**src/rtl/core/i2cmrt_pkg.sv**
```systemverilog
// Shared types and constants for the I2C register-transfer sequencer.
// Depends on nothing; used by the channel interfaces and the top-level sequencer.
package i2cmrt_pkg;

  localparam int DEFAULT_BUFFER_DEPTH = 16;

  localparam int CFG_INDEX_W = 2;
  localparam int CFG_DATA_W  = 8;

  typedef enum logic [CFG_INDEX_W-1:0] {
    CFG_SLAVE_ADDRESS    = 2'd0,
    CFG_REGISTER_ADDRESS = 2'd1,
    CFG_TRANSFER_LENGTH  = 2'd2
  } cfg_index_t;

  typedef enum logic [1:0] {
    CMD_LOAD        = 2'd0,
    CMD_START_READ  = 2'd1,
    CMD_START_WRITE = 2'd2,
    CMD_EVENT       = 2'd3
  } cmd_t;

  typedef enum logic [2:0] {
    ACT_NONE    = 3'd0,
    ACT_START   = 3'd1,
    ACT_RESTART = 3'd2,
    ACT_SEND    = 3'd3,
    ACT_RX_ACK  = 3'd4,
    ACT_RX_NACK = 3'd5,
    ACT_STOP    = 3'd6
  } action_t;

  // Bus engine status codes
  localparam logic [7:0] ST_START     = 8'h08;
  localparam logic [7:0] ST_REPSTART  = 8'h10;
  localparam logic [7:0] ST_SLAW_ACK  = 8'h18;
  localparam logic [7:0] ST_DATW_ACK  = 8'h28;
  localparam logic [7:0] ST_DATW_NACK = 8'h30;
  localparam logic [7:0] ST_SLAR_ACK  = 8'h40;
  localparam logic [7:0] ST_DATR_ACK  = 8'h50;
  localparam logic [7:0] ST_DATR_NACK = 8'h58;

  localparam logic RW_READ = 1'b1;

  typedef struct packed {
    action_t     action;
    logic [7:0]  transmit_byte;
    logic        busy_res;
    logic        capture_valid;
    logic [3:0]  capture_index;
    logic [7:0]  capture_byte;
  } result_t;

endpackage

```
**src/rtl/core/i2cmrt_req_if.sv**
```systemverilog
// Request channel: valid/ready handshake with the command payload.
// Depends on i2cmrt_pkg for the command type.
interface i2cmrt_req_if;
  logic                valid;
  logic                ready;
  i2cmrt_pkg::cmd_t    cmd;
  logic [7:0]          bus_status;
  logic [7:0]          received_byte;
  logic [3:0]          load_index;
  logic [7:0]          load_byte;

  modport source (output valid, cmd, bus_status, received_byte, load_index, load_byte,
                  input ready);
  modport sink   (input valid, cmd, bus_status, received_byte, load_index, load_byte,
                  output ready);
endinterface

```
**src/rtl/core/i2cmrt_res_if.sv**
```systemverilog
// Result channel: valid/ready handshake with the bus action and capture fields.
// Depends on i2cmrt_pkg for the action type.
interface i2cmrt_res_if;
  logic                  valid;
  logic                  ready;
  i2cmrt_pkg::action_t   action;
  logic [7:0]            transmit_byte;
  logic                  busy_res;
  logic                  capture_valid;
  logic [3:0]            capture_index;
  logic [7:0]            capture_byte;

  modport source (output valid, action, transmit_byte, busy_res, capture_valid,
                  capture_index, capture_byte, input ready);
  modport sink   (input valid, action, transmit_byte, busy_res, capture_valid,
                  capture_index, capture_byte, output ready);
endinterface

```
**src/rtl/core/i2c_master_register_transfer.sv**
```systemverilog
// I2C master register-transfer sequencer: top level.
// Depends on i2cmrt_pkg, i2cmrt_req_if, i2cmrt_res_if and i2cmrt_ram.
//
// Usage
//   req channel carries one request per handshake: load a transmit byte,
//   start a read, start a write, or report a bus engine status event.
//   res channel returns exactly one result per request: the next bus
//   action, the byte to transmit, the busy flag after the request and,
//   for received data, the captured byte and its position.
//   The config port (cfg_we, cfg_index, cfg_data) sets slave address,
//   register address and transfer length; write it only while idle.
// Timing
//   A request is decoded in the cycle it is accepted; its result is
//   registered in the result register, or in the skid entry while res
//   stalls. One request per cycle is sustained while res does not stall,
//   set by the single decode step before the result register.
// Stall
//   A result register plus one skid entry: req.ready stays high while the
//   skid entry is empty, so one more request is taken while res stalls.
// Reset
//   rst (synchronous) holds req.ready low and clears busy, direction, byte
//   counter, config registers (transfer length to 1) and both result slots.
//   The transmit buffer is not cleared; unloaded slots send unspecified bytes.
module i2c_master_register_transfer #(
  parameter int BUFFER_DEPTH = i2cmrt_pkg::DEFAULT_BUFFER_DEPTH
) (
  input  logic                                 clk,
  input  logic                                 rst,
  i2cmrt_req_if.sink                           req,
  i2cmrt_res_if.source                         res,
  input  logic                                 cfg_we,
  input  logic [i2cmrt_pkg::CFG_INDEX_W-1:0]   cfg_index,
  input  logic [i2cmrt_pkg::CFG_DATA_W-1:0]    cfg_data
);

  localparam int AW = (BUFFER_DEPTH > 1) ? $clog2(BUFFER_DEPTH) : 1;
  localparam logic [8:0] DEPTH_LIM = 9'(BUFFER_DEPTH);

  // Config registers
  logic [6:0] slave_address;
  logic [7:0] register_address;
  logic [4:0] transfer_length;

  // Sequencer state
  logic [4:0] byte_count;
  logic [4:0] byte_count_next;
  logic       read_mode;
  logic       read_mode_next;
  logic       busy;
  logic       busy_next;

  // Result register and skid entry
  i2cmrt_pkg::result_t out_q;
  i2cmrt_pkg::result_t skid_q;
  i2cmrt_pkg::result_t result;
  logic                out_valid;
  logic                skid_full;

  // Transmit buffer read path with write bypass
  logic [7:0]    ram_rdata;
  logic [AW-1:0] ram_raddr;
  logic [AW-1:0] ram_waddr;
  logic          ram_we;
  logic          bypass_hit;
  logic [7:0]    bypass_byte;
  logic [7:0]    store_byte;
  logic [8:0]    cnt_ext;
  logic [8:0]    cnt_next_ext;
  logic [8:0]    lidx_ext;

  logic acc;
  logic take;

  assign acc  = req.valid && req.ready;
  assign take = res.valid && res.ready;

  assign req.ready = !skid_full && !rst;

  // ---------------------------------------------------------------------------
  // Configuration writes
  // ---------------------------------------------------------------------------
  always_ff @(posedge clk) begin
    if (rst) begin
      slave_address    <= '0;
      register_address <= '0;
      transfer_length  <= 5'd1;
    end else if (cfg_we) begin
      case (cfg_index)
        i2cmrt_pkg::CFG_SLAVE_ADDRESS:    slave_address    <= cfg_data[6:0];
        i2cmrt_pkg::CFG_REGISTER_ADDRESS: register_address <= cfg_data[7:0];
        i2cmrt_pkg::CFG_TRANSFER_LENGTH:  transfer_length  <= cfg_data[4:0];
        default: ;
      endcase
    end
  end

  // ---------------------------------------------------------------------------
  // Transmit buffer. The read address always tracks the next byte count, so
  // the registered read data holds the slot for the current count. A load
  // to that same slot in the same cycle is caught by the bypass register.
  // ---------------------------------------------------------------------------
  assign cnt_ext      = 9'(byte_count);
  assign cnt_next_ext = 9'(byte_count_next);
  assign lidx_ext     = 9'(req.load_index);
  assign ram_raddr    = cnt_next_ext[AW-1:0];
  assign ram_waddr    = lidx_ext[AW-1:0];
  assign ram_we       = acc && (req.cmd == i2cmrt_pkg::CMD_LOAD) && (lidx_ext < DEPTH_LIM);

  i2cmrt_ram #(
    .WIDTH (8),
    .DEPTH (BUFFER_DEPTH)
  ) u_store (
    .clk   (clk),
    .we    (ram_we),
    .waddr (ram_waddr),
    .wdata (req.load_byte),
    .raddr (ram_raddr),
    .rdata (ram_rdata)
  );

  always_ff @(posedge clk) begin
    bypass_hit  <= ram_we && (ram_waddr == ram_raddr);
    bypass_byte <= req.load_byte;
  end

  assign store_byte = bypass_hit ? bypass_byte : ram_rdata;

  // ---------------------------------------------------------------------------
  // Request decode: one request (load, start or status event) in, next bus action out
  // ---------------------------------------------------------------------------
  always_comb begin
    logic [4:0] cnt_work;
    logic [5:0] cnt_plus;
    logic       rx_ack;

    result          = '0;
    result.action   = i2cmrt_pkg::ACT_NONE;
    cnt_work        = byte_count;
    read_mode_next  = read_mode;
    busy_next       = busy;
    cnt_plus        = '0;
    rx_ack          = 1'b0;

    case (req.cmd)
      i2cmrt_pkg::CMD_LOAD: ;
      i2cmrt_pkg::CMD_START_READ,
      i2cmrt_pkg::CMD_START_WRITE: begin
        busy_next      = 1'b1;
        read_mode_next = (req.cmd == i2cmrt_pkg::CMD_START_READ);
        result.action  = i2cmrt_pkg::ACT_START;
      end
      default: begin
        case (req.bus_status)
          i2cmrt_pkg::ST_START: begin
            cnt_work             = '0;
            result.action        = i2cmrt_pkg::ACT_SEND;
            result.transmit_byte = {slave_address, 1'b0};
          end
          i2cmrt_pkg::ST_SLAW_ACK: begin
            result.action        = i2cmrt_pkg::ACT_SEND;
            result.transmit_byte = register_address;
          end
          i2cmrt_pkg::ST_DATW_ACK: begin
            if (read_mode) begin
              result.action = i2cmrt_pkg::ACT_RESTART;
            end else if (byte_count < transfer_length) begin
              result.action        = i2cmrt_pkg::ACT_SEND;
              result.transmit_byte = (cnt_ext < DEPTH_LIM) ? store_byte : 8'h00;
              cnt_work             = byte_count + 5'd1;
            end else begin
              result.action = i2cmrt_pkg::ACT_STOP;
              busy_next     = 1'b0;
            end
          end
          i2cmrt_pkg::ST_REPSTART: begin
            result.action        = i2cmrt_pkg::ACT_SEND;
            result.transmit_byte = {slave_address, i2cmrt_pkg::RW_READ};
          end
          i2cmrt_pkg::ST_DATR_ACK: begin
            // Capture first; the ACK/NACK choice sees the advanced count
            result.capture_valid = 1'b1;
            result.capture_index = byte_count[3:0];
            result.capture_byte  = req.received_byte;
            cnt_work             = byte_count + 5'd1;
            cnt_plus             = 6'(cnt_work) + 6'd1;
            rx_ack               = (transfer_length != 5'd0) &&
                                   (cnt_plus < 6'(transfer_length));
            result.action        = rx_ack ? i2cmrt_pkg::ACT_RX_ACK
                                          : i2cmrt_pkg::ACT_RX_NACK;
          end
          i2cmrt_pkg::ST_SLAR_ACK: begin
            cnt_plus      = 6'(byte_count) + 6'd1;
            rx_ack        = (transfer_length != 5'd0) &&
                            (cnt_plus < 6'(transfer_length));
            result.action = rx_ack ? i2cmrt_pkg::ACT_RX_ACK
                                   : i2cmrt_pkg::ACT_RX_NACK;
          end
          i2cmrt_pkg::ST_DATR_NACK: begin
            result.capture_valid = 1'b1;
            result.capture_index = byte_count[3:0];
            result.capture_byte  = req.received_byte;
            cnt_work             = byte_count + 5'd1;
            result.action        = i2cmrt_pkg::ACT_STOP;
            busy_next            = 1'b0;
          end
          default: begin
            // Bus error, address or data NACK, lost arbitration, unknown code
            result.action = i2cmrt_pkg::ACT_STOP;
            busy_next     = 1'b0;
          end
        endcase
      end
    endcase

    result.busy_res = busy_next;
    byte_count_next = acc ? cnt_work : byte_count;
  end

  // ---------------------------------------------------------------------------
  // Sequencer state: advance only on an accepted request
  // ---------------------------------------------------------------------------
  always_ff @(posedge clk) begin
    if (rst) begin
      byte_count <= '0;
      read_mode  <= 1'b0;
      busy       <= 1'b0;
    end else begin
      byte_count <= byte_count_next;
      if (acc) begin
        read_mode <= read_mode_next;
        busy      <= busy_next;
      end
    end
  end

  // ---------------------------------------------------------------------------
  // Result register and skid entry
  // ---------------------------------------------------------------------------
  always_ff @(posedge clk) begin
    if (rst) begin
      out_valid <= 1'b0;
      skid_full <= 1'b0;
    end else if (!out_valid || take) begin
      out_valid <= skid_full || acc;
      if (skid_full) begin
        // Drain skid into the result register; refill skid on a new request
        skid_full <= acc;
      end
    end else if (acc) begin
      skid_full <= 1'b1;
    end
  end

  always_ff @(posedge clk) begin
    if (!out_valid || take) begin
      if (skid_full) begin
        out_q <= skid_q;
        if (acc) begin
          skid_q <= result;
        end
      end else if (acc) begin
        out_q <= result;
      end
    end else if (acc) begin
      skid_q <= result;
    end
  end

  assign res.valid         = out_valid;
  assign res.action        = out_q.action;
  assign res.transmit_byte = out_q.transmit_byte;
  assign res.busy_res      = out_q.busy_res;
  assign res.capture_valid = out_q.capture_valid;
  assign res.capture_index = out_q.capture_index;
  assign res.capture_byte  = out_q.capture_byte;

  // ---------------------------------------------------------------------------
  // Assertions
  // ---------------------------------------------------------------------------
  a_skid_implies_out: assert property (@(posedge clk) disable iff (rst)
    skid_full |-> out_valid)
    else $error("skid entry full while result register empty");

  a_start_sets_busy: assert property (@(posedge clk) disable iff (rst)
    acc && (req.cmd == i2cmrt_pkg::CMD_START_READ ||
            req.cmd == i2cmrt_pkg::CMD_START_WRITE) |=> busy)
    else $error("start request did not mark the sequencer busy");

  a_capture_action: assert property (@(posedge clk) disable iff (rst)
    res.valid && res.capture_valid |-> (res.action == i2cmrt_pkg::ACT_RX_ACK ||
                                        res.action == i2cmrt_pkg::ACT_RX_NACK ||
                                        res.action == i2cmrt_pkg::ACT_STOP))
    else $error("captured byte with an action other than receive or stop");

  a_stop_frees: assert property (@(posedge clk) disable iff (rst)
    res.valid && res.action == i2cmrt_pkg::ACT_STOP |-> !res.busy_res)
    else $error("stop issued while result still reports busy");

  a_tx_only_on_send: assert property (@(posedge clk) disable iff (rst)
    res.valid && res.action != i2cmrt_pkg::ACT_SEND |-> res.transmit_byte == 8'h00)
    else $error("transmit byte set on a non-transmit action");

endmodule

```
**src/rtl/core/i2cmrt_ram.sv**
```systemverilog
// Generic single-write, single-read RAM with registered read data.
// No dependencies.
module i2cmrt_ram #(
  parameter int WIDTH = 8,
  parameter int DEPTH = 16,
  localparam int AW = (DEPTH > 1) ? $clog2(DEPTH) : 1
) (
  input  logic             clk,
  input  logic             we,
  input  logic [AW-1:0]    waddr,
  input  logic [WIDTH-1:0] wdata,
  input  logic [AW-1:0]    raddr,
  output logic [WIDTH-1:0] rdata
);

  logic [WIDTH-1:0] mem [DEPTH];

  always_ff @(posedge clk) begin
    if (we) begin
      mem[waddr] <= wdata;
    end
    rdata <= mem[raddr];
  end

endmodule
```
**src/flat_wrapper.sv**
```systemverilog
// flat-port wrapper written by rule: the top's interface ports become plain ports
module i2c_master_register_transfer_flat 
#(
  parameter int BUFFER_DEPTH = i2cmrt_pkg::DEFAULT_BUFFER_DEPTH
)
  (clk, rst, cfg_we, cfg_index, cfg_data, req_valid, req_cmd, req_bus_status, req_received_byte, req_load_index, req_load_byte, req_ready, res_valid, res_action, res_transmit_byte, res_busy_res, res_capture_valid, res_capture_index, res_capture_byte, res_ready);
  i2cmrt_req_if req_i ();
  i2cmrt_res_if res_i ();
  input  logic clk;
  input  logic rst;
  input  logic cfg_we;
  input  logic [i2cmrt_pkg::CFG_INDEX_W-1:0] cfg_index;
  input  logic [i2cmrt_pkg::CFG_DATA_W-1:0] cfg_data;
  input wire logic [$bits(req_i.valid)-1:0] req_valid;
  input wire logic [$bits(req_i.cmd)-1:0] req_cmd;
  input wire logic [$bits(req_i.bus_status)-1:0] req_bus_status;
  input wire logic [$bits(req_i.received_byte)-1:0] req_received_byte;
  input wire logic [$bits(req_i.load_index)-1:0] req_load_index;
  input wire logic [$bits(req_i.load_byte)-1:0] req_load_byte;
  output wire logic [$bits(req_i.ready)-1:0] req_ready;
  output wire logic [$bits(res_i.valid)-1:0] res_valid;
  output wire logic [$bits(res_i.action)-1:0] res_action;
  output wire logic [$bits(res_i.transmit_byte)-1:0] res_transmit_byte;
  output wire logic [$bits(res_i.busy_res)-1:0] res_busy_res;
  output wire logic [$bits(res_i.capture_valid)-1:0] res_capture_valid;
  output wire logic [$bits(res_i.capture_index)-1:0] res_capture_index;
  output wire logic [$bits(res_i.capture_byte)-1:0] res_capture_byte;
  input wire logic [$bits(res_i.ready)-1:0] res_ready;
  assign req_i.valid = req_valid;
  assign req_i.cmd = req_cmd;
  assign req_i.bus_status = req_bus_status;
  assign req_i.received_byte = req_received_byte;
  assign req_i.load_index = req_load_index;
  assign req_i.load_byte = req_load_byte;
  assign req_ready = req_i.ready;
  assign res_valid = res_i.valid;
  assign res_action = res_i.action;
  assign res_transmit_byte = res_i.transmit_byte;
  assign res_busy_res = res_i.busy_res;
  assign res_capture_valid = res_i.capture_valid;
  assign res_capture_index = res_i.capture_index;
  assign res_capture_byte = res_i.capture_byte;
  assign res_i.ready = res_ready;
  i2c_master_register_transfer #(.BUFFER_DEPTH(BUFFER_DEPTH)) u_core (.clk(clk), .rst(rst), .req(req_i), .res(res_i), .cfg_we(cfg_we), .cfg_index(cfg_index), .cfg_data(cfg_data));
endmodule
```
**config.mk**
```make
export PLATFORM = sky130hd
export DESIGN_NAME = i2c_master_register_transfer_flat
export DESIGN_NICKNAME = d
export VERILOG_FILES = /design/src/rtl/core/i2cmrt_pkg.sv /design/src/rtl/core/i2cmrt_req_if.sv /design/src/rtl/core/i2cmrt_res_if.sv /design/src/rtl/core/i2c_master_register_transfer.sv /design/src/rtl/core/i2cmrt_ram.sv /design/src/flat_wrapper.sv
export SDC_FILE = /design/constraint.sdc
export NUM_CORES = 1
export LEC_CHECK = 0
export ABC_AREA = 1
export ABC_CLOCK_PERIOD_IN_PS = 7720
export BUFFER_PORTS_ARGS = -buffer_cell sky130_fd_sc_hd__buf_2
export CELL_PAD_IN_SITES_DETAIL_PLACEMENT = 0
export CELL_PAD_IN_SITES_GLOBAL_PLACEMENT = 2
export CORE_ASPECT_RATIO = 2
export CORE_UTILIZATION = 30
export CTS_CLUSTER_SIZE = 40
export DETAILED_ROUTE_END_ITERATION = 16
export PLACE_DENSITY_LB_ADDON = 0.1
export SYNTH_ARGS = -nofsm -noshare
export SYNTH_HDL_FRONTEND = slang
export SYNTH_HIERARCHICAL = 1
export SYNTH_SLANG_ARGS = --single-unit
```
**constraint.sdc**
```tcl
create_clock -name clk -period 7.72 [get_ports clk]
set_input_delay 1.544 -clock clk [delete_from_list [all_inputs] [get_ports clk]]
set_output_delay 1.544 -clock clk [all_outputs]
set_load 0.05 [all_outputs]
```
# Yosys cells after proc, flatten, opt, wreduce, memory -nomap -nowiden
# Memories as Yosys holds them, arrays and structs flattened. A register that Yosys moved wholly into a read port is not among the register bits.
# Cells that the tools add are included.
totals:
  register_bits: 88
  mem_bits_rw: 128
  inputBits: 45
  out_inout_bits: 27
  wordCells: 111
  memories: 1
mem_list:
  columns: ["memory", "words", "width", "read_ports", "rd_clocked_by_memory_dff", "write_ports", "line_no", "rtl"]
  rows:
  - ["u_core.u_store.mem", 16, 8, 1, 1, 1, "i2cmrt_ram.sv:16", "logic [WIDTH-1:0] mem [DEPTH];"]
classes:
  addsub: 3
  order_cmp: 5
  n_eq_ne: 15
  muxes: 33
  n_bitwise: 1
  n_reduce_logical: 30
op_table:
  columns: ["operator", "count"]
  rows:
  - ["$mux W25", 5]
  - ["$mux W8", 5]
  - ["$pmux W8 S4", 1]
  - ["$mux W13", 2]
  - ["$eq A8 B7 Y1 const B", 3]
  - ["$eq A8 B5 Y1 const B", 2]
  - ["$pmux W5 S3", 1]
  - ["$add A5 B1 Y6 const B", 2]
  - ["$lt A6 B5 Y1", 2]
  - ["$pmux W3 S4", 1]
  - ["$mux W5", 2]
  - ["$reduce_and A2 Y1", 5]
  - ["$mux W1", 9]
  - ["$eq A8 B4 Y1 const B", 1]
  - ["$eq A8 B6 Y1 const B", 1]
  - ["$logic_and A1 B1 Y1", 8]
  - ["$mux W4", 2]
  - ["$mux W3", 2]
  - ["$pmux W3 S2", 1]
  - ["$reduce_or A3 Y1", 2]
  - ["$add A5 B1 Y5 const B", 1]
  - ["$lt A4 B5 Y1 const B", 1]
  - ["$lt A5 B5 Y1", 1]
  - ["$lt A5 B5 Y1 const B", 1]
  - ["16 further kinds", 26]

# Logic depth before layout (Yosys ltp)
depth:
  ltp_word: 10
  ltp_mapped: 19
  ltp_nobuf: 18

# Cells and area by module
# The synthesis kept the hierarchy.
by_module_without_submodules:
  columns: ["mod", "instances", "cells_per_inst", "area_per_inst_um2", "seq_area_each_um2"]
  rows:
  - ["i2cmrt_ram", 1, 551, 5766.8, 4003.8]
  - ["i2c_master_register_transfer", 1, 523, 4478.0, 2262.2]

# Worst setup path after synthesis
# Ideal clock, no wire load.
synth_timing:
  kind: "in2reg"
  startpoint: "input rst"
  endpoint: "register u_core.out_q, in the netlist u_core/res.action[0] (enable)"
  setup_ps: 415
  arrival_ps: 3354
  t_required_ps: 7305
  slack_ps: 3950
  stages: 4
  path_buffers: 1
  path_cell_list: "buf_6 -> nor2_4 -> nand2_4 -> a21oi_1"
synth_between:
  elab_chain_len: 5
synth_rtl:
  columns: ["element", "line_no", "rtl"]
  rows:
  - ["from (decl)", "flat_wrapper.sv:10", "input logic rst;"]
  - ["$logic_not A1 Y1", "i2c_master_register_transfer.sv:77", "assign req.ready = !skid_full && !rst;"]
  - ["$logic_and A1 B1 Y1", "i2c_master_register_transfer.sv:77", null]
  - ["named net req_ready", "flat_wrapper.sv:20", "output wire logic [$bits(req_i.ready)-1:0] req_ready;"]
  - ["$logic_and A1 B1 Y1", "i2c_master_register_transfer.sv:74", "assign acc = req.valid && req.ready;"]
  - ["$reduce_bool A2 Y1 (no line)", null, null]
  - ["$reduce_and A2 Y1 (no line)", null, null]
  - ["to (signal assigned)", "i2c_master_register_transfer.sv:257", "out_q <= skid_q;"]
  - ["to (signal assigned)", "i2c_master_register_transfer.sv:262", "out_q <= result;"]
  - ["to (decl)", "i2c_master_register_transfer.sv:53", "i2cmrt_pkg::result_t out_q;"]
# The timed path passes the listed nets, and every way through them passes these cells.
# A chain may end at the register's enable or synchronous reset.

# Final worst setup path
layout_timing:
  startpoint: "input req_cmd[0]"
  endpoint: "register u_core.u_store.rdata[4], read port of u_core.u_store.mem"
layout_between:
  elab_chain_len: 4
  elab_cells_between_ends: 6
  cone_classes: "2 x eq/ne; 2 x mux; 2 x reduce/logical"
layout_rtl:
  columns: ["element", "line_no", "rtl"]
  rows:
  - ["from (decl)", "flat_wrapper.sv:15", "input wire logic [$bits(req_i.cmd)-1:0] req_cmd;"]
  - ["$eq A2 B2 Y1 (tied with other cells)", "i2c_master_register_transfer.sv:144", "case (req.cmd)"]
  - ["$reduce_or A3 Y1 (no line) (*)", null, null]
  - ["$mux W4 (*)", "i2c_master_register_transfer.sv:144", null]
  - ["$mux W4 (*)", "i2c_master_register_transfer.sv:216", "byte_count_next = acc ? cnt_work : byte_count;"]
  - ["named net u_core.byte_count_next[0]", "i2c_master_register_transfer.sv:46", "logic [4:0] byte_count_next;"]
  - ["to (decl)", "i2cmrt_ram.sv:13", "output logic [WIDTH-1:0] rdata"]
# The timed path passes the listed nets; every way through them passes the cells marked *.

==> out/summary.md <==
- **outcome** completed
- **power per cell area** 219.4 nW/um^2
- **hold path depth** 2
- **kind of capture point of the worst setup path** flip-flop
- **Die ar.** 34940 sq um
- **post-synth top area share** 0.5217
- **final cell area excluding filler cells** 11730 sq um
- **Max Buffers Root-to-Sink** 3
- **time the worst path needs with I/O delays and setup** 4295 ps
- **wirelength, routed** 29230 microns
- **Total Routing Usage GR** 0.1717
- **synthesized netlist cell count** 1074
- **endpoint with the worst hold slack** u_core/slave_address[5]$_SDFFE_PP0P_
- **via count of the first global-routing pass** 7406
- **max incr delay on CP** 530 ps
- **number of I/O port buffers** 71
- **Mapped Area** 10240 sq um
- **first drt pass iteration count** 5
- **CP max stage cell** sky130_fd_sc_hd__inv_2
- **initial core utilization** 0.3046
- **cts bufs inserted** 23
- **postcts setup bufs** 0
- **number of nets in the synthesized netlist** 1137
- **fraction of the yosys area taken by sequential cells** 0.6116
- **clock root buffer** sky130_fd_sc_hd__clkbuf_16
- **total number of placement rows** 95
- **synthesis-stage register bit count** 224
- **worst skew pair latency** 520 ps
- **hold path startpoint** u_core/slave_address[5]$_SDFFE_PP0P_
- **asr flop ratio synth** 0
- **count of clock tree sinks** 224
- **total of endpoints with negative setup slack in the final report** 0
- **number of hold violations in the final report** 0
- **first-pass GRT wire length** 44140 microns
- **slew at the pin with the worst max-slew slack** 1064 ps
- **top-level port count** 72
- **Resize count post-CTS** 0
- **reg2reg path depth** 18
- **Floorplan Core Area** 33640 sq um
- **number of enable-type register cells in the synthesized netlist** 178
- **critical setup path kind** input port to flip-flop
- **global-route met3 utilization** 0.01560
- **Clk pin slew, worst setup/hold paths** 60 ps
- **post-detailed-route DRC marker count** 0
- **internal reg-to-reg setup slack** 3940 ps
- **Final #Nets** 1207
- **maximum net fanout on the critical path** 66
- **cell-by-cell trace of the critical path** buf_2 -> ha_1 -> inv_2 -> nor2_4 -> a21boi_4 -> nand2_2 -> nand2_1 -> nand2_2 -> buf_4 -> inv_2 -> buf_4 -> nand2_1 -> nand3_1 -> nand3_1 -> nand3_1 -> nand2_1
- **proportion of layout cells with a drive suffix above 1** 0.1373
- **met2 track utilization from global routing** 0.3680
- **largest net degree at the start of global routing** 67
- **H-tree Lvls** 1
- **startpoint kind of the worst setup timing path** input port
- **post-detail-place hpwl** 21330 microns
- **most instantiated flip-flop cell in the synthesis netlist** sky130_fd_sc_hd__edfxtp_1
- **met1 Use GR** 0.1586
- **sum of overflow across all layers after global routing** 0
- **library cell with the highest instance count after synthesis** sky130_fd_sc_hd__nand2_1
- **leading cell types by count after synthesis** 303 x sky130_fd_sc_hd__nand2_1, 178 x sky130_fd_sc_hd__edfxtp_1, 163 x sky130_fd_sc_hd__inv_1
- **post-route fraction of the period consumed by the critical path** 0.5564
- **RePlAce Congestion** 0.7818
- **placed inst area** 10990 sq um
- **static leakage** 5.010 nW
- **endpoint of the worst register-to-register path** u_core/u_store/rdata[4]$_DFF_P_
- **clock tree from TritonCTS** done
- **worst clock skew** 14.43 ps
- **via count normalized by instance count** 4.439
- **Worst EP arrival** 4710 ps
- **cell taking the most area after synthesis** sky130_fd_sc_hd__edfxtp_1
- **setup repair after global routing missed its margin** false
- **Hold WS** 453.2 ps
- **number of max-cap violations** 0
- **buffering stage count on the worst path with inverters included** 5
- **R2R Path Start** u_core/byte_count[2]$_SDFF_PP0_
- **Layout Area Growth over Synthesis** 14.50%
- **remaining number of nets flagged by the antenna check after routing** 0
- **post-route total power** 2.573 mW
- **worst endpoint required time** 8140 ps
- **distinct cell type count of the synthesized netlist** 42
- **CTS hold repair buffers** 0
- **Setup TNS Final** 0 ps
- **count of final max-slew check failures** 0
- **Crit path max-delay family** buffers and inverters
- **worst setup slack after layout** 3425 ps
- **vertical die dimension** 263.3 microns
- **Avg Cell Area, Syn** 9.539 sq um
- **worst slack at placement** 2840 ps
- **Yosys warning total** 6
- **routed length per instance** 18.34 microns
- **initial antenna violation count** 1
- **maximum ir drop on the vdd rail** 0.1674 mV
- **total number of vias** 7075
- **kind of path behind the tightest hold check** flip-flop to flip-flop
- **Chip Width** 132.7 microns
- **Max Clk Rate** 232.8 MHz
- **antenna diode instance count** 0
- **cells taking the most area after synthesis** sky130_fd_sc_hd__edfxtp_1 52%, sky130_fd_sc_hd__nand2_1 11%, sky130_fd_sc_hd__dfxtp_1 9.0%, sky130_fd_sc_hd__inv_1 6.0%, sky130_fd_sc_hd__nand3_1 5.8%
- **max-slew headroom at the worst pin** 0.2880
- **Most Used Layer, Global Route** met2
- **initial DRC count** 329
==> cell usage in the layout, fill, tap and decap left out, types with 3 or more instances in the layout <==
master                      count
sky130_fd_sc_hd__nor3_1         3
sky130_fd_sc_hd__nand3b_1       3
sky130_fd_sc_hd__clkinv_1       4
sky130_fd_sc_hd__ha_1          18
sky130_fd_sc_hd__edfxtp_1     178
sky130_fd_sc_hd__clkbuf_1       6
sky130_fd_sc_hd__nand2_1      302
sky130_fd_sc_hd__clkbuf_8       3
sky130_fd_sc_hd__nand3_1      118
sky130_fd_sc_hd__o21ai_1        6
sky130_fd_sc_hd__mux2i_1        6
sky130_fd_sc_hd__nand2_2       12
sky130_fd_sc_hd__nor2_4         5
sky130_fd_sc_hd__clkbuf_16     23
sky130_fd_sc_hd__buf_2         71
sky130_fd_sc_hd__a21oi_1       21
sky130_fd_sc_hd__dfxtp_1       46
sky130_fd_sc_hd__nor2_2         7
sky130_fd_sc_hd__xor2_1         3
sky130_fd_sc_hd__inv_1        163
sky130_fd_sc_hd__o21ai_0       28
sky130_fd_sc_hd__nor2_1        75
sky130_fd_sc_hd__nand4_1        5
sky130_fd_sc_hd__nand3_2        3
sky130_fd_sc_hd__buf_4          8
sky130_fd_sc_hd__a22oi_1        4
sky130_fd_sc_hd__inv_2          7
==> registers in the layout, summed over array words and instances, names as in the netlist <==
name / count
u_core/busy: 1
u_core/bypass_byte: 8
u_core/bypass_hit: 1
u_core/byte_count: 5
u_core/read_mode: 1
u_core/register_address: 8
u_core/res.action: 3
u_core/res.busy_res: 1
u_core/res.capture_byte: 8
u_core/res.capture_index: 4
u_core/res.capture_valid: 1
u_core/res.transmit_byte: 8
u_core/res.valid: 1
u_core/skid_full: 1
u_core/skid_q: 25
u_core/slave_address: 7
u_core/transfer_length: 5
u_core/u_store/mem: 128
u_core/u_store/rdata: 8
==> per-layer routing <==
layer  vias to the layer above  share of wire
met4                         0          0.032
met1                      3291           0.34
li1                       3610              -
met3                        45          0.025
met5                         -              0
met2                       129           0.61
==> final cells by class <==
type / count / area [sq um]
fillers: 3551 / 21910
flip-flops and latches: 224 / 6266
multi-input cells: 640 / 3100
inverters: 176 / 665.6
clock buffers: 32 / 639.4
well taps: 436 / 545.5
repair buffers: 79 / 415.4
clock inverters: 7 / 97.59
==> cells by family after synthesis <==
| family | after synthesis | synth area share |
|---|---|---|
| and+or+nand+nor | 536 | 0.2252 |
| DFF | 224 | 0.6116 |
| buffers and inverters | 210 | 0.08659 |
| AOI/OAI and AO/OA | 73 | 0.04152 |
| adders and majority gates | 18 | 0.02198 |
| muxes | 8 | 0.008061 |
| xor gates and xnor gates | 5 | 0.005008 |
==> stage by stage <==
step,cells,utilization
final,1594,0.3487
after global routing,1594,0.3487
after CTS,1594,0.3487
after detailed placement,1555,0.3268
after global placement,1555,0.3268
after floorplan,1074,-
==> worst min-delay path, stage by stage, from the launching register on <==
cell and delay [ps]:
sky130_fd_sc_hd__dfxtp_1 290, sky130_fd_sc_hd__inv_1 60, sky130_fd_sc_hd__a21oi_1 50
==> report_power, final <==
| part | internal [mW] | switching (mW) |
|---|---|---|
| sequential | 1.32 | 0.00659 |
| combinational | 0.0306 | 0.0973 |
| clock | 0.646 | 0.473 |
| total | 2.00 | 0.577 |
==> how the worst max path moves through the flow <==
stage,startpoint,end,slack [ps],cells after the start
after floorplan,rst,u_core/res.action[0]$_DFFE_PP_,3950,4
after CTS,req_cmd[0],u_core/u_store/rdata[4]$_DFF_P_,3380,16
final,req_cmd[0],u_core/u_store/rdata[4]$_DFF_P_,3420,16
after detailed placement,req_cmd[0],u_core/u_store/rdata[4]$_DFF_P_,2840,16
after global routing,req_bus_status[7],u_core/u_store/rdata[6]$_DFF_P_,3100,17
after global placement,req_cmd[0],u_core/u_store/rdata[4]$_DFF_P_,2820,16
Power figures use the tool's default switching activity.
